$ cat src/hw/rtl/spq_pkg.sv
package spq_pkg;

	localparam int LVL_W      = 2;
	localparam int TAG_W      = 32;
	localparam int OCC_W      = 5;
	localparam int DEPTH_DEF  = 16;
	localparam int LEVELS_DEF = 3;

	typedef enum logic {
		CMD_PUSH = 1'b0,
		CMD_POP  = 1'b1
	} cmd_t;

	typedef enum logic [1:0] {
		ST_OK    = 2'd0,
		ST_EMPTY = 2'd1,
		ST_FULL  = 2'd2
	} status_t;

	typedef struct packed {
		logic [LVL_W-1:0] level;
		logic [TAG_W-1:0] name;
		logic [TAG_W-1:0] ident;
	} entry_t;

	typedef struct packed {
		logic   push;
		logic   pop;
		entry_t entry;
	} cell_ctl_t;

endpackage

$ cat src/hw/rtl/spq_cell.sv
module spq_cell (
	input  logic               clk,
	input  spq_pkg::cell_ctl_t ctl,
	input  logic               occupied,
	input  logic               left_ge,
	input  spq_pkg::entry_t    left_entry,
	input  spq_pkg::entry_t    right_entry,
	output spq_pkg::entry_t    entry,
	output logic               ge
);

	spq_pkg::entry_t entry_q;

	// The held entry stays in front of a new one of equal or lower level.
	assign ge    = occupied && (entry_q.level >= ctl.entry.level);
	assign entry = entry_q;

	always_ff @(posedge clk) begin
		if (ctl.push) begin
			if (!ge) begin
				if (left_ge) begin
					entry_q <= ctl.entry;
				end else begin
					entry_q <= left_entry;
				end
			end
		end else if (ctl.pop) begin
			entry_q <= right_entry;
		end
	end

endmodule

$ cat src/hw/rtl/stable_priority_queue_core.sv
// Stable priority queue built as a row of shifting cells, one entry per cell.
// An item's result is registered and appears in the cycle after its transfer.
// Throughput: one push or pop per cycle unless stalled; every cell compares
// and shifts at once. Reset clears the entry count and the output valid;
// cell contents are left undefined and are never read until written.
module stable_priority_queue_core #(
	parameter int DEPTH  = spq_pkg::DEPTH_DEF,
	parameter int LEVELS = spq_pkg::LEVELS_DEF
) (
	input  logic                      clk,
	input  logic                      arst_n,
	input  logic                      in_valid,
	output logic                      in_stall,
	input  logic                      command,
	input  logic [spq_pkg::LVL_W-1:0] level,
	input  logic [spq_pkg::TAG_W-1:0] name_tag,
	input  logic [spq_pkg::TAG_W-1:0] id_tag,
	output logic                      out_valid,
	input  logic                      out_stall,
	output logic                      pop_valid,
	output logic [spq_pkg::LVL_W-1:0] out_level,
	output logic [spq_pkg::TAG_W-1:0] out_name_tag,
	output logic [spq_pkg::TAG_W-1:0] out_id_tag,
	output logic [1:0]                status,
	output logic [spq_pkg::OCC_W-1:0] occupancy
);

	localparam int CNT_W   = $clog2(DEPTH + 1);
	localparam int LVL_TOP = LEVELS - 1;

	logic [CNT_W-1:0]          count_q;
	logic [CNT_W-1:0]          count_next;
	logic                      accept;
	logic                      is_pop;
	logic                      empty;
	logic                      full;
	logic [spq_pkg::LVL_W-1:0] lvl_sat;
	spq_pkg::cell_ctl_t        ctl;
	spq_pkg::entry_t           entry_w [DEPTH];
	logic                      ge_w    [DEPTH];
	spq_pkg::status_t          status_d;

	logic                      out_valid_q;
	logic                      pop_valid_q;
	spq_pkg::entry_t           out_entry_q;
	spq_pkg::status_t          status_q;
	logic [spq_pkg::OCC_W-1:0] occ_q;

	assign in_stall = out_valid_q && out_stall;
	assign accept   = in_valid && !in_stall;
	assign is_pop   = (spq_pkg::cmd_t'(command) == spq_pkg::CMD_POP);
	assign empty    = (count_q == '0);
	assign full     = (count_q == CNT_W'(DEPTH));

	always_comb begin
		if (32'(level) > 32'(LVL_TOP)) begin
			lvl_sat = spq_pkg::LVL_W'(LVL_TOP);
		end else begin
			lvl_sat = level;
		end
	end

	always_comb begin
		ctl.push        = accept && !is_pop && !full;
		ctl.pop         = accept && is_pop && !empty;
		ctl.entry.level = lvl_sat;
		ctl.entry.name  = name_tag;
		ctl.entry.ident = id_tag;
	end

	always_comb begin
		count_next = count_q;
		status_d   = spq_pkg::ST_OK;
		if (is_pop) begin
			if (empty) begin
				status_d = spq_pkg::ST_EMPTY;
			end else begin
				count_next = count_q - CNT_W'(1);
			end
		end else begin
			if (full) begin
				status_d = spq_pkg::ST_FULL;
			end else begin
				count_next = count_q + CNT_W'(1);
			end
		end
	end

	for (genvar i = 0; i < DEPTH; i++) begin : g_cell
		localparam logic [CNT_W-1:0] IDX = CNT_W'(i);
		logic            left_ge;
		spq_pkg::entry_t left_entry;
		spq_pkg::entry_t right_entry;

		if (i == 0) begin : g_first
			assign left_ge    = 1'b1;
			assign left_entry = ctl.entry;
		end else begin : g_mid
			assign left_ge    = ge_w[i-1];
			assign left_entry = entry_w[i-1];
		end

		if (i == DEPTH - 1) begin : g_last
			assign right_entry = entry_w[i];
		end else begin : g_inner
			assign right_entry = entry_w[i+1];
		end

		spq_cell u_cell (
			.clk         (clk),
			.ctl         (ctl),
			.occupied    (IDX < count_q),
			.left_ge     (left_ge),
			.left_entry  (left_entry),
			.right_entry (right_entry),
			.entry       (entry_w[i]),
			.ge          (ge_w[i])
		);
	end

	always_ff @(posedge clk or negedge arst_n) begin
		if (!arst_n) begin
			count_q     <= '0;
			out_valid_q <= 1'b0;
		end else begin
			if (accept) begin
				count_q     <= count_next;
				out_valid_q <= 1'b1;
			end else if (!out_stall) begin
				out_valid_q <= 1'b0;
			end
		end
	end

	always_ff @(posedge clk) begin
		if (accept) begin
			pop_valid_q <= ctl.pop;
			status_q    <= status_d;
			occ_q       <= spq_pkg::OCC_W'(32'(count_next));
			if (ctl.pop) begin
				out_entry_q <= entry_w[0];
			end else begin
				out_entry_q <= '0;
			end
		end
	end

	assign out_valid    = out_valid_q;
	assign pop_valid    = pop_valid_q;
	assign out_level    = out_entry_q.level;
	assign out_name_tag = out_entry_q.name;
	assign out_id_tag   = out_entry_q.ident;
	assign status       = status_q;
	assign occupancy    = occ_q;

endmodule

$ cat config.mk
export PLATFORM = sky130hd
export DESIGN_NAME = stable_priority_queue_core
export DESIGN_NICKNAME = d
export VERILOG_FILES = /design/src/hw/rtl/spq_pkg.sv /design/src/hw/rtl/spq_cell.sv /design/src/hw/rtl/stable_priority_queue_core.sv
export SDC_FILE = /design/constraint.sdc
export NUM_CORES = 2
export LEC_CHECK = 0
export BUFFER_PORTS_ARGS = -buffer_cell sky130_fd_sc_hd__buf_2
export CAP_MARGIN = 5
export CELL_PAD_IN_SITES_DETAIL_PLACEMENT = 1
export CELL_PAD_IN_SITES_GLOBAL_PLACEMENT = 2
export CORE_UTILIZATION = 44
export DETAILED_ROUTE_END_ITERATION = 8
export MAX_ROUTING_LAYER = met4
export PLACE_DENSITY_LB_ADDON = 0.1
export RECOVER_POWER = 50
export SETUP_SLACK_MARGIN = 0.1
export SYNTH_ARGS = -nofsm -noshare
export SYNTH_HDL_FRONTEND = slang
export SYNTH_SLANG_ARGS = --single-unit
$ cat constraint.sdc
create_clock -name clk -period 6.8 [get_ports clk]
set_clock_uncertainty 0.15 [all_clocks]
set_input_delay 1.36 -clock clk [delete_from_list [all_inputs] [get_ports clk]]
set_output_delay 1.36 -clock clk [all_outputs]
set_load 0.005 [all_outputs]
==> impl_metrics.json <==
{
  "start_kind": "flip-flop",
  "core_um2": 127700,
  "finalPower_mw": 23.75,
  "async_reset_ff_share_pct": 0.5282,
  "synthesis.area_um2": 56670,
  "slew_viol_final": 1106,
  "start_util_pct": 44.39,
  "drc": 0,
  "die_y_um": 360.9,
  "drv_cap": 29,
  "port_buffers": 146,
  "drtPass1Iterations": 5,
  "max-vdd-ir-drop_mv": 0.5021,
  "dp_hpwl_um": 90270,
  "tns_ps": 0,
  "cp_max_fo": 37,
  "r2r-start": "count_q[1]$_DFFE_PN0N_",
  "r2r_cells": 6,
  "ctsResizeCount": 0,
  "wirelength_um": 167600,
  "place.gp.congestion": 0.7719,
  "seq_area_frac_synth_pct": 60.14,
  "root_buffer": "clkbuf_16",
  "clk_pin_slew_worst_paths_ps": 60,
  "worstSkewPairLatency_ps": 760,
  "grt_pass1_wl_um": 251600,
  "post_cts_buffers": 0,
  "drtAntennaViolNets": 0,
  "fmax_mhz": 182.0,
  "endpoint_kind": "flip-flop",
  "nets": 4876,
  "synth_nets": 4951,
  "synth_edf_count": 1130,
  "ios": 147,
  "syn_to_final_growth_pct": 9.979,
  "die_w_um": 360.9,
  "synthFlopType": "edfxtp_1",
  "max_slew.worst_pin.slew_ps": 3301,
  "ys_types": 56,
  "num_vias": 38440,
  "cts-buffers-inserted": 135,
  "post-route-period-util_pct": 80.79,
  "rsz0062_at_grt": "false",
  "die_area_um2": 130200,
  "hold_buffers": 0,
  "row_count": 131,
  "drt_iter0_drc": 3371,
  "grt_max_degree": 257,
  "syn_inst": 4860,
  "avgSynthCellArea_um2": 11.66,
  "powerDensity_nw_per_um2": 381.1,
  "final-setup-viol-count": 0,
  "synth_seq_cells": 1136,
  "violations": "max-capacitance violations, max-slew violations",
  "layout-drive-gt1-share_pct": 8.637,
  "antenna_found_initial": 19,
  "cts_tree": "built",
  "clockBufferDepth": 3,
  "min_period_ps": 5494,
  "grt.total_usage_pct": 26.29,
  "total_leakage_power_nw": 23.67,
  "hp-class": "input pin to asynchronous set/reset pin",
  "relSlewSlack_pct": -120.1,
  "cp_data_required_time_ps": 7160,
  "nFillCells": 13310,
  "routedWlPerCell_um": 25.57,
  "worstReg2RegEnd": "out_name_tag[9]$_SDFFCE_PN0N_",
  "via_per_inst": 5.864,
  "status": "finished with violations",
  "rrSetupSlack_ps": 1310,
  "clock-sinks": 1136,
  "arrival_ps": 5850,
  "crit_type": "flip-flop to flip-flop",
  "grt_overflow": 0,
  "grt_pass1_vias": 38850,
  "yosys_warnings": 0,
  "cts.htree.levels": 4,
  "hold_viol": 0
}
-- placed cells by master (no fill, tap or decap), drive strengths merged, types with 29 or more instances in the layout --
master,synthesis,routed
edfxtp,1130,1130
nand2,1123,1123
o21ai,862,862
mux2i,850,850
clkbuf,223,256
buf,216,148
o211ai,133,133
and3,67,67
mux2,66,66
clkinv,0,50
nor2,39,39
a21oi,29,29
-- cell usage after synthesis, types with 2 or more instances --
cell type	instances	area share, %
dfrtp_1	6	0.26
xnor2_1	2	0.031
nand2_1	1123	7.4
inv_1	8	0.053
buf_6	21	0.42
nor2b_1	4	0.044
and3_1	67	0.74
nor4b_1	2	0.031
buf_2	159	1.4
a31oi_1	5	0.055
and2_1	3	0.033
a221oi_2	8	0.21
a211oi_2	2	0.044
o21ai_1	106	0.94
nor2_1	39	0.26
a21oi_1	28	0.25
or3_1	2	0.022
buf_4	29	0.38
mux2i_1	850	15
edfxtp_1	1130	60
clkbuf_1	223	1.5
mux2_2	66	1.3
nand3_1	2	0.018
nand2b_1	20	0.22
o211ai_1	133	1.8
or2_2	3	0.033
ha_1	20	0.44
a211oi_1	4	0.053
o21ai_0	756	6.7
nor3b_1	3	0.040
nor3_1	4	0.035
o31ai_1	2	0.026
buf_1	7	0.046
-- critical path, cell delays in order (launching register included) --
cell	delay [ps]
dfrtp_1	810
inv_1	210
ha_1	280
or4b_1	240
and2_0	2240
buf_4	780
and3_1	490
-- cells by family after synthesis --
family          Yosys count  share of synthesized area [%]
fa+ha+maj                20                         0.4415
compound gates         1060                          10.26
mux                     916                          16.32
flops                  1136                          60.14
buf+inv                 448                          3.788
simple gates           1278                          9.021
xor+xnor                  2                        0.03091
-- report_power, final --
part | switching (mW) | internal, mW | total (mW)
clock | 2.95 | 4.08 | 7.03
sequential | 0.539 | 9.14 | 9.68
combinational | 4.52 | 2.52 | 7.04
total | 8.01 | 15.7 | 23.8
-- through the flow --
step | utilization (%) | hold WS [ps] | cell area, µm² | cells | setup slack, ps
finish | 48.81 | 338.5 | 62330 | 6555 | 1306
global route | 48.81 | 333.5 | 62320 | 6553 | 1115
CTS | 49.20 | 224.7 | 62820 | 6548 | 2413
detailed placement | 45.95 | 363.7 | 58670 | 6310 | 1615
global placement | 45.95 | 349.0 | 58670 | 6310 | 1681
floorplan | - | 346.3 | 56680 | 4860 | 160.3
-- flip-flops by register name, summed over array words and instances, names as in the netlist --
name                 cells
count_q                  5
g_cell.u_cell.entry   1056
occupancy                5
out_id_tag              32
out_level                2
out_name_tag            32
out_valid                1
pop_valid                1
status                   2
-- final cells by class --
| cell class | instances | area [µm²] | area share (%) |
|---|---|---|---|
| Inverter | 9 | 38.79 | 0.06223 |
| Multi-Input combinational cell | 3276 | 20580 | 33.02 |
| Clock inverter | 61 | 451.7 | 0.7247 |
| Timing Repair Buffer | 227 | 1374 | 2.204 |
| Antenna cell | 7 | 17.52 | 0.02810 |
| Tap cell | 1662 | 2079 | 3.336 |
| Clock buffer | 177 | 3706 | 5.946 |
| Sequential cell | 1136 | 34080 | 54.68 |
-- metal layers --
metal  part of all wire (%)  routed length, µm  up-vias  GRT usage, %
li1                       -                  -    17630             -
met5                      0                  0        -             -
met3                    5.1               8567      226         3.799
met2                     46              77200      924         40.07
met1                     47              78580    19660         36.95
met4                    1.9               3261        0         6.558
-- worst max-delay path by stage --
| stage | start | to | slack (ps) |
|---|---|---|---|
| after global routing | count_q[1]$_DFFE_PN0N_ | g_cell[12].u_cell.entry[19]$_DFFE_PP_ | 1110 |
| final | count_q[1]$_DFFE_PN0N_ | out_name_tag[9]$_SDFFCE_PN0N_ | 1310 |
| after detailed placement | level[1] | g_cell[11].u_cell.entry[40]$_DFFE_PP_ | 1620 |
| after floorplan | level[1] | g_cell[7].u_cell.entry[0]$_DFFE_PP_ | 160 |
| after CTS | level[1] | g_cell[12].u_cell.entry[42]$_DFFE_PP_ | 2410 |
| after global placement | level[1] | g_cell[11].u_cell.entry[28]$_DFFE_PP_ | 1680 |
Power figures use the tool's default switching activity.
